**src/design/pbmu_pkg.sv**
```systemverilog
// Package for the premultiplied blend mode unit.
// Holds blend mode codes, value widths and the divide-by-65535 helper.
// No dependencies.
package pbmu_pkg;

  localparam int unsigned ChanW = 16;
  localparam int unsigned ProdW = 32;
  localparam int unsigned ModeW = 5;
  localparam int unsigned WideW = 20;
  localparam int unsigned GrayW = 17;
  localparam int unsigned NumLanes = 4;
  localparam int unsigned AlphaLane = 3;

  localparam logic [ChanW-1:0] HalfLevel = 16'd32767;
  localparam logic [14:0] GrayCoefR = 15'd9798;
  localparam logic [14:0] GrayCoefG = 15'd19234;
  localparam logic [14:0] GrayCoefB = 15'd3736;
  localparam int unsigned GrayShift = 15;

  localparam logic [ModeW-1:0] ModeNormal       = 5'd0;
  localparam logic [ModeW-1:0] ModeMultiply     = 5'd1;
  localparam logic [ModeW-1:0] ModeDarken       = 5'd2;
  localparam logic [ModeW-1:0] ModeLinearBurn   = 5'd3;
  localparam logic [ModeW-1:0] ModeDarkerColor  = 5'd4;
  localparam logic [ModeW-1:0] ModeScreen       = 5'd5;
  localparam logic [ModeW-1:0] ModeLighten      = 5'd6;
  localparam logic [ModeW-1:0] ModeLinearDodge  = 5'd7;
  localparam logic [ModeW-1:0] ModeLighterColor = 5'd8;
  localparam logic [ModeW-1:0] ModeOverlay      = 5'd9;
  localparam logic [ModeW-1:0] ModeHardLight    = 5'd10;
  localparam logic [ModeW-1:0] ModeLinearLight  = 5'd11;
  localparam logic [ModeW-1:0] ModePinLight     = 5'd12;
  localparam logic [ModeW-1:0] ModeHardMix      = 5'd13;
  localparam logic [ModeW-1:0] ModeDifference   = 5'd14;
  localparam logic [ModeW-1:0] ModeExclusion    = 5'd15;
  localparam logic [ModeW-1:0] ModeSubtract     = 5'd16;

  typedef logic [ChanW-1:0] chan_t;
  typedef logic signed [WideW-1:0] wide_t;

  // Round a 16x16 product to nearest over 65535
  function automatic chan_t div65535(input logic [ProdW-1:0] p);
    logic [ProdW:0] x;
    logic [ProdW:0] t;
    x = {1'b0, p} + (ProdW+1)'(HalfLevel);
    t = x + (ProdW+1)'(x[ProdW:16]) + (ProdW+1)'(1);
    return t[ProdW-1:16];
  endfunction

endpackage

```
**src/design/pbmu_merge.sv**
```systemverilog
// Merge stage: gray compare for the color modes, alpha override, saturation.
// Depends on pbmu_pkg.
module pbmu_merge import pbmu_pkg::*; (
  input  logic             clk,
  input  logic             en,
  input  logic [ModeW-1:0] mode,
  input  chan_t            s2_r, s2_g, s2_b,
  input  chan_t            d2_r, d2_g, d2_b,
  input  chan_t            alpha3,
  input  chan_t            s3 [NumLanes],
  input  chan_t            d3 [NumLanes],
  input  wide_t            r3 [NumLanes],
  output chan_t            res [NumLanes]
);

  logic [GrayW-1:0] gray_s, gray_d;
  logic [GrayW-1:0] gray_s_next, gray_d_next;
  logic [ProdW:0]   sum_s, sum_d;
  chan_t            alpha_q;
  logic             pick_src;
  chan_t            res_next [NumLanes];

  // Stage 3: gray of the scaled source and destination
  always_comb begin
    sum_s = (ProdW+1)'(GrayCoefR) * (ProdW+1)'(s2_r)
          + (ProdW+1)'(GrayCoefG) * (ProdW+1)'(s2_g)
          + (ProdW+1)'(GrayCoefB) * (ProdW+1)'(s2_b);
    sum_d = (ProdW+1)'(GrayCoefR) * (ProdW+1)'(d2_r)
          + (ProdW+1)'(GrayCoefG) * (ProdW+1)'(d2_g)
          + (ProdW+1)'(GrayCoefB) * (ProdW+1)'(d2_b);
    gray_s_next = GrayW'(sum_s >> GrayShift);
    gray_d_next = GrayW'(sum_d >> GrayShift);
  end

  always_ff @(posedge clk) begin
    if (en) begin
      gray_s <= gray_s_next;
      gray_d <= gray_d_next;
    end
  end

  assign alpha_q = alpha3;

  // Pick, override and saturate each lane
  always_comb begin
    pick_src = 1'b0;
    if (mode == ModeDarkerColor) pick_src = gray_s < gray_d;
    else if (mode == ModeLighterColor) pick_src = gray_s > gray_d;
    for (int i = 0; i < NumLanes; i++) begin
      if (mode == ModeDarkerColor || mode == ModeLighterColor) begin
        res_next[i] = pick_src ? s3[i] : d3[i];
      end else if (i == AlphaLane && (mode == ModeDifference ||
                   mode == ModeExclusion || mode == ModeSubtract)) begin
        res_next[i] = alpha_q;
      end else if (r3[i] < 0) begin
        res_next[i] = '0;
      end else if (r3[i] > WideW'(16'hFFFF)) begin
        res_next[i] = '1;
      end else begin
        res_next[i] = r3[i][ChanW-1:0];
      end
    end
  end

  // Output word register
  always_ff @(posedge clk) begin
    if (en) res <= res_next;
  end

endmodule

```
**config.mk**
```make
export PLATFORM = sky130hd
export DESIGN_NAME = pbmu_merge
export DESIGN_NICKNAME = d
export VERILOG_FILES = /design/src/design/pbmu_pkg.sv /design/src/design/pbmu_merge.sv
export SDC_FILE = /design/constraint.sdc
export NUM_CORES = 2
export LEC_CHECK = 0
export ABC_AREA = 1
export BUFFER_PORTS_ARGS = -buffer_cell sky130_fd_sc_hd__clkbuf_2
export CORE_ASPECT_RATIO = 1.4
export CORE_UTILIZATION = 30
export CTS_BUF_LIST = sky130_fd_sc_hd__clkbuf_2
export CTS_CLUSTER_SIZE = 28
export DETAILED_ROUTE_END_ITERATION = 8
export GPL_TIMING_DRIVEN = 0
export HOLD_SLACK_MARGIN = 0.15
export PLACE_DENSITY_LB_ADDON = 0.05
export SYNTH_ARGS = -nofsm -noshare
export SYNTH_HDL_FRONTEND = slang
export SYNTH_SLANG_ARGS = --single-unit
```
**constraint.sdc**
```tcl
create_clock -name clk -period 7.19 [get_ports clk]
set_clock_uncertainty 0.1 [all_clocks]
set_input_delay 0.3595 -clock clk [delete_from_list [all_inputs] [get_ports clk]]
set_output_delay 0.3595 -clock clk [all_outputs]
set_load 0.005 [all_outputs]
```
==> metrics.txt <==
largest net degree at the start of global routing 61; post-synthesis sequential area ratio a little under a tenth; Die ar. 0.1068 mm²; clock buffer depth 2; Post-synth EDFFs 98; Layout area overhead 17.89%; Placed Area 0.03533 mm²; Initial DRC Count 909; Post-Synthesis Cells 4,057; post-cts resize count 0; total track usage between 10% and 20%; fin area 0.03732 mm²; sum of negative setup slack 0 ns; Synthesized Nets 5,363; Distinct cells, synth 48; Max Clk Rate between 0.15 and 0.2 GHz; Residual DRC 0; Non-Filler Instances between 6,000 and 7,000; final setup violating endpoints 0; final antenna-violating net count 0; Starting Density 30.37%; metal1 wirelength roughly 42,000 µm; Post-Syn Area per Cell just under 8 µm²; top cell type's share of synthesized area between 20% and 30%; Synth area leader ha_1; Placed Cells 5,797; chip height ~390 µm; Core Util, Final 35.81%; FP Rows 140; io pins around 390; clock root buffer clkbuf_2; Top Layer Used met5; CP peak stage delay 0.55 ns; ratio of final minimum period to clock period about 90%; Critical Path RT approximately 7.6 ns; YS warnings 0; Placer Congestion 0.8996; HP Class primary input to flip-flop; Synth Cell Area 0.03166 mm²; Post-layout nets roughly 6,000; Slowest cell on crit path fa_1; synth cell count leaders 1,014 x inv_1, 653 x ha_1, 630 x nand2_1; startpoint types primary input; Slew Viols, Final 0; FF+latch count, synth 98; RSZ-0062 raised after global routing false; Worst-Skew Late Latency roughly 0.73 ns; clk sinks 98; Fin. Hold Viols 0; Max FO, Critical Path 6; delay-heaviest family, CP adder cells; Most used DFF post-synth edfxtp_1; First-pass DRT Iterations 8; routed wl met3 1829 µm; met2 WL post-DR between 50,000 and 60,000 µm; post-DP HPWL around 94,000 µm; top-count cell post-synth inv_1; drt via density 4.598; WL final 105,600 µm; Die Span X 276.5 µm; Worst Path Arrival 6.86 ns; clk slew on worst S/H paths 0.38 ns; outcome finished, final reports clean; total grt overflow 0; CTS Buf Count 9; FFs w/ async S/R, synth 0%; vias in the first global route approximately 29,000; initial antenna violation count 9; cell repeated most along the worst path inv_1; layout cells sized above 1 11.14%; Crit. End Element flip-flop; CTS tree yes; Max Cap Violations 0; first-pass GRT wire length 163,000 µm; critical path class primary input to flip-flop; core area around 0.10 mm²; WL/cell about 18 µm; htree depth 3; IO Port Bufs 390; CP bufs+invs 7; Max-slew headroom around 52%; number of fill cells 11,290; Worst Tran Pin Value 0.7200 ns; vias approximately 28,000; Multi-input gate area 0.02439 mm²; synth top area cells ha_1 26%, fa_1 21%, inv_1 12%; Register Area 0.002943 mm²; Final min period 6.430 ns
[cells by family (layout without fill, tap and decap cells)]
kind of cell	after synthesis	count (layout)	share of synthesized area [%]
AND/OR/NAND/NOR	1233	1233	17.41
flip-flops	98	98	9.296
XOR/XNOR	138	138	3.818
AO/OA/AOI/OAI	551	551	9.407
other	0	7	0
adder cells (fa/ha/maj)	979	979	46.43
buffers and inverters	1058	1652	13.64
[repair_timing]
action	in CTS	in global routing
hold buffers	187	0
setup buffers	0	0
hold endpoints to repair	118	0
[path summary, 6_finish.rpt]
path,startpoint,cells after the start,slack (ns),endpoint
setup / recovery,s2_g[6],28,0.76,gray_s[15]$_DFFE_PP_
hold / removal,s3[26],6,0.34,res[26]$_DFFE_PP_
setup reg to reg,gray_s[7]$_DFFE_PP_,15,3.63,res[19]$_DFFE_PP_
hold reg to reg,gray_d[0]$_DFFE_PP_,10,1.64,res[47]$_DFFE_PP_
[per-layer routing]
metal	global-route usage (%)	up-vias
met3	1.128	97
met5	0	-
met1	21.91	13030
li1	-	14110
met4	6.187	6
met2	39.62	383
[cells in the final DEF (no fill, tap or decap), types with 5 or more instances in the layout]
master / Yosys / layout
a31oi_1: 18 / 18
and2_1: 5 / 5
nand2_1: 630 / 630
o21ai_0: 200 / 200
clkbuf_8: 10 / 11
o211ai_1: 9 / 9
diode_2: 0 / 7
nand3_1: 182 / 182
a21oi_1: 250 / 250
buf_12: 13 / 13
xor2_1: 83 / 83
dlygate4sd3_1: 0 / 187
clkbuf_1: 11 / 11
nor4_1: 5 / 5
nand3b_1: 12 / 12
xnor2_1: 55 / 55
nor2_1: 253 / 253
nand4_1: 39 / 39
inv_1: 1014 / 1014
nor3_1: 27 / 27
o21a_1: 7 / 7
o21ai_1: 6 / 6
or2_2: 6 / 6
nand3_2: 61 / 61
fa_1: 326 / 326
edfxtp_1: 98 / 98
clkbuf_2: 0 / 399
a21o_1: 23 / 23
o21bai_1: 24 / 24
ha_1: 653 / 653
[state kept, by name, indices dropped and copies added (netlist names)]
signal,count
gray_d,17
gray_s,17
res,64
[area by class of cell]
cell class	instances	area share, %
Tap cell	1349	4.523
Sequential cell	98	7.885
Multi-Input combinational cell	2901	65.37
Buffer	43	1.361
Clock inverter	6	0.1308
Timing Repair Buffer	578	10.34
Antenna cell	7	0.04694
Clock buffer	10	0.1341
Inverter	1015	10.21
[worst min-delay path, cell delays in order]
cell and delay (ns):
clkbuf_2 0.08, inv_1 0.03, nand2_1 0.05, nand3_1 0.06, nand2_1 0.05, dlygate4sd3_1 0.53
[stage by stage]
| step | hold slack, ns | worst slack [ns] |
|---|---|---|
| after global routing | 0.2763 | 0.3289 |
| after detailed placement | 0.5577 | -0.1341 |
| after floorplan | 0.3720 | 1.025 |
| final | 0.3406 | 0.7604 |
| after global placement | 0.5554 | -0.1823 |
| after CTS | 0.1952 | 0.8182 |
Power is not shown: default switching activity piles up to over one toggle a cycle in this logic, so the estimate is an artifact.
