**src/design/pbmu_pkg.sv**
```systemverilog
// Package for the premultiplied blend mode unit.
// Holds blend mode codes, value widths and the divide-by-65535 helper.
// No dependencies.
package pbmu_pkg;

  localparam int unsigned ChanW = 16;
  localparam int unsigned ProdW = 32;
  localparam int unsigned ModeW = 5;
  localparam int unsigned WideW = 20;
  localparam int unsigned GrayW = 17;
  localparam int unsigned NumLanes = 4;
  localparam int unsigned AlphaLane = 3;

  localparam logic [ChanW-1:0] HalfLevel = 16'd32767;
  localparam logic [14:0] GrayCoefR = 15'd9798;
  localparam logic [14:0] GrayCoefG = 15'd19234;
  localparam logic [14:0] GrayCoefB = 15'd3736;
  localparam int unsigned GrayShift = 15;

  localparam logic [ModeW-1:0] ModeNormal       = 5'd0;
  localparam logic [ModeW-1:0] ModeMultiply     = 5'd1;
  localparam logic [ModeW-1:0] ModeDarken       = 5'd2;
  localparam logic [ModeW-1:0] ModeLinearBurn   = 5'd3;
  localparam logic [ModeW-1:0] ModeDarkerColor  = 5'd4;
  localparam logic [ModeW-1:0] ModeScreen       = 5'd5;
  localparam logic [ModeW-1:0] ModeLighten      = 5'd6;
  localparam logic [ModeW-1:0] ModeLinearDodge  = 5'd7;
  localparam logic [ModeW-1:0] ModeLighterColor = 5'd8;
  localparam logic [ModeW-1:0] ModeOverlay      = 5'd9;
  localparam logic [ModeW-1:0] ModeHardLight    = 5'd10;
  localparam logic [ModeW-1:0] ModeLinearLight  = 5'd11;
  localparam logic [ModeW-1:0] ModePinLight     = 5'd12;
  localparam logic [ModeW-1:0] ModeHardMix      = 5'd13;
  localparam logic [ModeW-1:0] ModeDifference   = 5'd14;
  localparam logic [ModeW-1:0] ModeExclusion    = 5'd15;
  localparam logic [ModeW-1:0] ModeSubtract     = 5'd16;

  typedef logic [ChanW-1:0] chan_t;
  typedef logic signed [WideW-1:0] wide_t;

  // Round a 16x16 product to nearest over 65535
  function automatic chan_t div65535(input logic [ProdW-1:0] p);
    logic [ProdW:0] x;
    logic [ProdW:0] t;
    x = {1'b0, p} + (ProdW+1)'(HalfLevel);
    t = x + (ProdW+1)'(x[ProdW:16]) + (ProdW+1)'(1);
    return t[ProdW-1:16];
  endfunction

endpackage

```
**src/design/pbmu_lane.sv**
```systemverilog
// One color lane of the blend unit: products, rounding and per-mode value.
// Depends on pbmu_pkg.
module pbmu_lane import pbmu_pkg::*; (
  input  logic             clk,
  input  logic             en,
  input  logic [ModeW-1:0] mode,
  input  chan_t            s,
  input  chan_t            d,
  input  chan_t            sa,
  input  chan_t            da,
  input  chan_t            alpha2,
  output chan_t            s2,
  output chan_t            d2,
  output chan_t            p2,
  output chan_t            s3,
  output chan_t            d3,
  output wide_t            r3
);

  logic [ProdW-1:0] ps1, pd1, pp1;
  wide_t            r_next;
  wide_t            ws, wd, wp, wa;

  // Stage 1: raw products
  always_ff @(posedge clk) begin
    if (en) begin
      ps1 <= ProdW'(s) * ProdW'(da);
      pd1 <= ProdW'(d) * ProdW'(sa);
      pp1 <= ProdW'(s) * ProdW'(d);
    end
  end

  // Stage 2: round to nearest over full scale
  always_ff @(posedge clk) begin
    if (en) begin
      s2 <= div65535(ps1);
      d2 <= div65535(pd1);
      p2 <= div65535(pp1);
    end
  end

  assign ws = WideW'(s2);
  assign wd = WideW'(d2);
  assign wp = WideW'(p2);
  assign wa = WideW'(alpha2);

  // Select the mode formula
  always_comb begin
    case (mode)
      ModeMultiply:    r_next = wp;
      ModeDarken:      r_next = (ws < wd) ? ws : wd;
      ModeLinearBurn:  r_next = ws + wd - wa;
      ModeScreen:      r_next = ws + wd - wp;
      ModeLighten:     r_next = (ws > wd) ? ws : wd;
      ModeLinearDodge: r_next = (ws + wd < wa) ? ws + wd : wa;
      ModeOverlay: begin
        if (wd < (wa >>> 1)) r_next = wp <<< 1;
        else r_next = wa - ((wa + wp - ws - wd) <<< 1);
      end
      ModeHardLight: begin
        if (ws < (wa >>> 1)) r_next = wp <<< 1;
        else r_next = wa - ((wa + wp - ws - wd) <<< 1);
      end
      ModeLinearLight: begin
        if ((ws <<< 1) + wd - wa < wa) r_next = (ws <<< 1) + wd - wa;
        else r_next = wa;
      end
      ModePinLight: begin
        if (s2 > HalfLevel) begin
          if (((ws - WideW'(HalfLevel)) <<< 1) > wd) r_next = (ws - WideW'(HalfLevel)) <<< 1;
          else r_next = wd;
        end else begin
          if ((ws <<< 1) < wd) r_next = ws <<< 1;
          else r_next = wd;
        end
      end
      ModeHardMix:    r_next = (ws + wd > wa) ? wa : '0;
      ModeDifference: r_next = (ws > wd) ? ws - wd : wd - ws;
      ModeExclusion:  r_next = ws + wd - (wp <<< 1);
      ModeSubtract:   r_next = wd - ws;
      default:        r_next = ws;
    endcase
  end

  // Stage 3: hold lane value and the scaled inputs for the merge
  always_ff @(posedge clk) begin
    if (en) begin
      r3 <= r_next;
      s3 <= s2;
      d3 <= d2;
    end
  end

endmodule

```
**config.mk**
```make
export PLATFORM = sky130hd
export DESIGN_NAME = pbmu_lane
export DESIGN_NICKNAME = d
export VERILOG_FILES = /design/src/design/pbmu_pkg.sv /design/src/design/pbmu_lane.sv
export SDC_FILE = /design/constraint.sdc
export NUM_CORES = 2
export LEC_CHECK = 0
export BUFFER_PORTS_ARGS = -buffer_cell sky130_fd_sc_hd__buf_2
export CORE_UTILIZATION = 61
export CTS_CLUSTER_DIAMETER = 60
export DETAILED_ROUTE_END_ITERATION = 8
export PLACE_DENSITY = 0.79
export SETUP_SLACK_MARGIN = 0.2
export SLEW_MARGIN = 20
export SYNTH_ARGS = -nofsm -noshare
export SYNTH_HDL_FRONTEND = slang
export SYNTH_SLANG_ARGS = --single-unit
```
**constraint.sdc**
```tcl
create_clock -name clk -period 18.8 [get_ports clk]
set_input_delay 0 -clock clk [delete_from_list [all_inputs] [get_ports clk]]
set_output_delay 0 -clock clk [all_outputs]
set_load 0.01 [all_outputs]
```
==> out/qor.yml <==
status: "finished, violations left"
failed_checks: "DRC"
slowest_delay_ns: 0.84
drc: 1
dr.pass1.iters: 9
cp_cell_sequence: "inv_1, fa_1, inv_1, ha_1, o21a_1, a21oi_1, a21oi_1, a31oi_1, o21ai_0, o21ai_0, xnor2_1, ha_1, nor3_1, o311a_1, o2111ai_1, ha_1, and2_1, a22oi_1, o211a_1, o211ai_1, or4_1, a2111oi_0, a41oi_1"
ys_warn_count: 0
die_area_sq_mm: 0.0788
cap_violations: 0
regArea_sq_mm: 0.00589
pre_cts_slack_ns: 11.54
ctsHtreeMaxLevel: 4
cts_tree: "built"
fillers: 6356
finalClockSkew_ns: 0.0214
ios: 187
viasPerCell: 6.24
drive_gt1_frac: 0.0543
worst_path_max_delay_cell: "edfxtp_1"
clk_latency_ns: 0.48
rsz0062_at_grt: "false"
cts_root_buf: "clkbuf_16"
clk_path_buf_depth: 2
post_cts_buffers: 0
finalCritPeriodShare: 0.401
antenna_found_initial: 3
syn_inst: 5466
stdcell_count: 6553
critPathLaunch: "s2[3]"
report.final.setup_viol: 0
cpMostUsedCell: "ha_1"
grt-ovfl-total: 0
r2r_setup_slack_ns: 11.26
wl_um: 147000
gp_congestion: 1.08
routedWlPerCell_um: 22.4
fmax_ghz: 0.133
grt_max_degree: 68
start_util: 0.620
postCtsHoldBufs: 0
relSlewSlack: 0.207
syn_area_sq_mm: 0.0474
start_kind: "flop"
hold_class: "input port to flop"
cp_max_fo: 15
cts_buffers: 17
worstHoldStart: "da[0]"
setup_slack_ns: 11.26
slew_viol_final: 0
ys_types: 90
grt_usage: 0.378
critPathCaptureType: "flop"
cts.sink_count: 196
multiInputGateArea_sq_mm: 0.0375
cts_resized: 0
yosys_register_bits: 196
synth-main-ff-cell: "edfxtp_1"
dp_hpwl_um: 113000
port_buffers: 186
synth_edf_count: 196
synth_nets: 6778
rr_startpoint: "s2[3]"
grt_pass1_vias: 41700
rows: 101
grt_pass1_wl_um: 229000
cts.reportedPaths.clkPinSlew_ns: 0.09
ys_seq_area_frac: 0.124
tns_ns: 0
die_w_um: 281
area_growth_syn_to_layout_pct: 5.00
cp.buffers_inverters: 2
syn-mean-instance-area_sq_um: 8.67
ys_async_sr_fraction: 0
hold_viol_final: 0
hold_ws_ns: 0.103
dp_cells: 6518
dr_total_vias: 40900
path_class: "flop to flop"
ant_nets: 0
critPathArrivalTime_ns: 7.75
nNetsFinal: 6819
worst_pin_slew_ns: 1.19
coreArea_sq_mm: 0.0765
cp_top_family: "compound AO/OA/AOI/OAI gates"
fp.dieH_um: 281
drt_iter0_markers: 4265
critPathRequiredTime_ns: 19.01
min_period_ns: 7.54
==> placed cells by master, fill, tap and decap left out, types with 10 or more instances in the layout <==
| cell type | instances |
|---|---|
| o211ai_1 | 18 |
| o31a_1 | 10 |
| ha_1 | 603 |
| and4_1 | 11 |
| nand2b_1 | 52 |
| or4_1 | 11 |
| xnor2_1 | 215 |
| edfxtp_1 | 196 |
| a211o_1 | 13 |
| a21oi_1 | 260 |
| o21ai_0 | 186 |
| nor3_1 | 88 |
| nand2_1 | 674 |
| or3_1 | 11 |
| and2_1 | 308 |
| a31oi_1 | 23 |
| nand3_1 | 88 |
| buf_4 | 30 |
| o22ai_1 | 22 |
| a22oi_1 | 21 |
| o21bai_1 | 39 |
| nand4_1 | 40 |
| nor2_1 | 262 |
| buf_2 | 185 |
| o21a_1 | 42 |
| o31ai_1 | 25 |
| xor2_1 | 115 |
| fa_1 | 622 |
| clkbuf_16 | 17 |
| o32ai_1 | 10 |
| a21o_1 | 74 |
| nor4_1 | 17 |
| nor2b_1 | 37 |
| a211oi_1 | 46 |
| and3_1 | 29 |
| a2111oi_0 | 11 |
| a221oi_1 | 30 |
| mux2i_1 | 26 |
| or2_2 | 14 |
| inv_1 | 869 |
==> kinds of logic (layout without fill, tap and decap cells) <==
| group | count (synthesis) | after routing | synth area share |
|---|---|---|---|
| simple gates | 1675 | 1675 | 0.170 |
| fa+ha+maj | 1226 | 1226 | 0.422 |
| buf+inv | 1064 | 1118 | 0.0844 |
| compound gates | 944 | 944 | 0.131 |
| xor+xnor | 330 | 330 | 0.0610 |
| flops | 196 | 196 | 0.124 |
| mux | 31 | 31 | 0.00668 |
| other cells | 0 | 3 | 0 |
==> worst reg2reg max path: cells and delay by family, from the launching register on <==
kind | cells | cell delay, ns
AND/OR/NAND/NOR | 3 | 1.13
AO/OA/AOI/OAI | 13 | 3.01
buffers and inverters | 2 | 0.38
XOR/XNOR | 1 | 0.20
adder cells (fa/ha/maj) | 4 | 1.73
flip-flops | 1 | 0.84
==> through the flow <==
| step | utilization | cell area, sq um |
|---|---|---|
| floorplan | - | 47400 |
| global placement | 0.643 | 49100 |
| detailed placement | 0.643 | 49100 |
| CTS | 0.651 | 49700 |
| global route | 0.651 | 49700 |
| finish | 0.651 | 49700 |
==> routing by layer <==
layer | share of wire | vias to the layer above | wire length [um] | global-route usage
met1 | 0.38 | 19800 | 56000 | 0.476
met4 | 0.064 | 0 | 9430 | 0.206
met5 | 0 | - | 0 | 0
li1 | - | 18200 | - | -
met3 | 0.097 | 560 | 14300 | 0.0721
met2 | 0.46 | 2341 | 67000 | 0.613
==> cells in the mapped netlist (8+ instances only) <==
cell	n	area, sq um
inv_1	869	3260
nand2_1	674	2530
fa_1	622	12500
ha_1	603	7540
and2_1	308	1930
nor2_1	262	983
a21oi_1	260	1300
xnor2_1	215	1880
edfxtp_1	196	5890
o21ai_0	186	931
clkbuf_1	181	679
xor2_1	115	1010
nand3_1	88	440
nor3_1	88	440
a21o_1	74	556
nand2b_1	52	325
a211oi_1	46	345
o21a_1	42	315
nand4_1	40	250
o21bai_1	39	293
nor2b_1	37	231
a221oi_1	30	263
and3_1	29	181
mux2i_1	26	260
o31ai_1	25	188
a31oi_1	23	144
o22ai_1	22	138
a22oi_1	21	158
o211ai_1	18	135
nor4_1	17	106
or2_2	14	87.6
a211o_1	13	114
a2111oi_0	11	96.3
and4_1	11	96.3
o32ai_1	11	96.3
or3_1	11	68.8
or4_1	11	82.6
o31a_1	10	87.6
a21boi_0	9	67.6
a31o_2	9	78.8
buf_1	9	33.8
o311ai_0	9	78.8
nor3b_1	8	60.1
==> worst paths after layout <==
path / endpoint / cells past startpoint
setup / recovery: r3[15] / 23
hold / removal: ps1[0] / 2
setup reg to reg: r3[15] / 23
hold reg to reg: s3[6] / 1
==> state kept, by name, summed over array words and instances, names as in the netlist <==
register	cells
d2	16
d3	16
p2	16
pd1	32
pp1	32
ps1	32
r3	20
s2	16
s3	16
==> layout make-up <==
type	instances	area share
antenna	3	0.000151
clock buffer	18	0.00863
clock inverter	14	0.00352
inverter	870	0.0656
multi-input combinational	4206	0.754
sequential	196	0.118
tap	1030	0.0259
timing repair buffer	216	0.0234
Power is not shown: default switching activity piles up to over one toggle a cycle in this logic, so the estimate is an artifact.
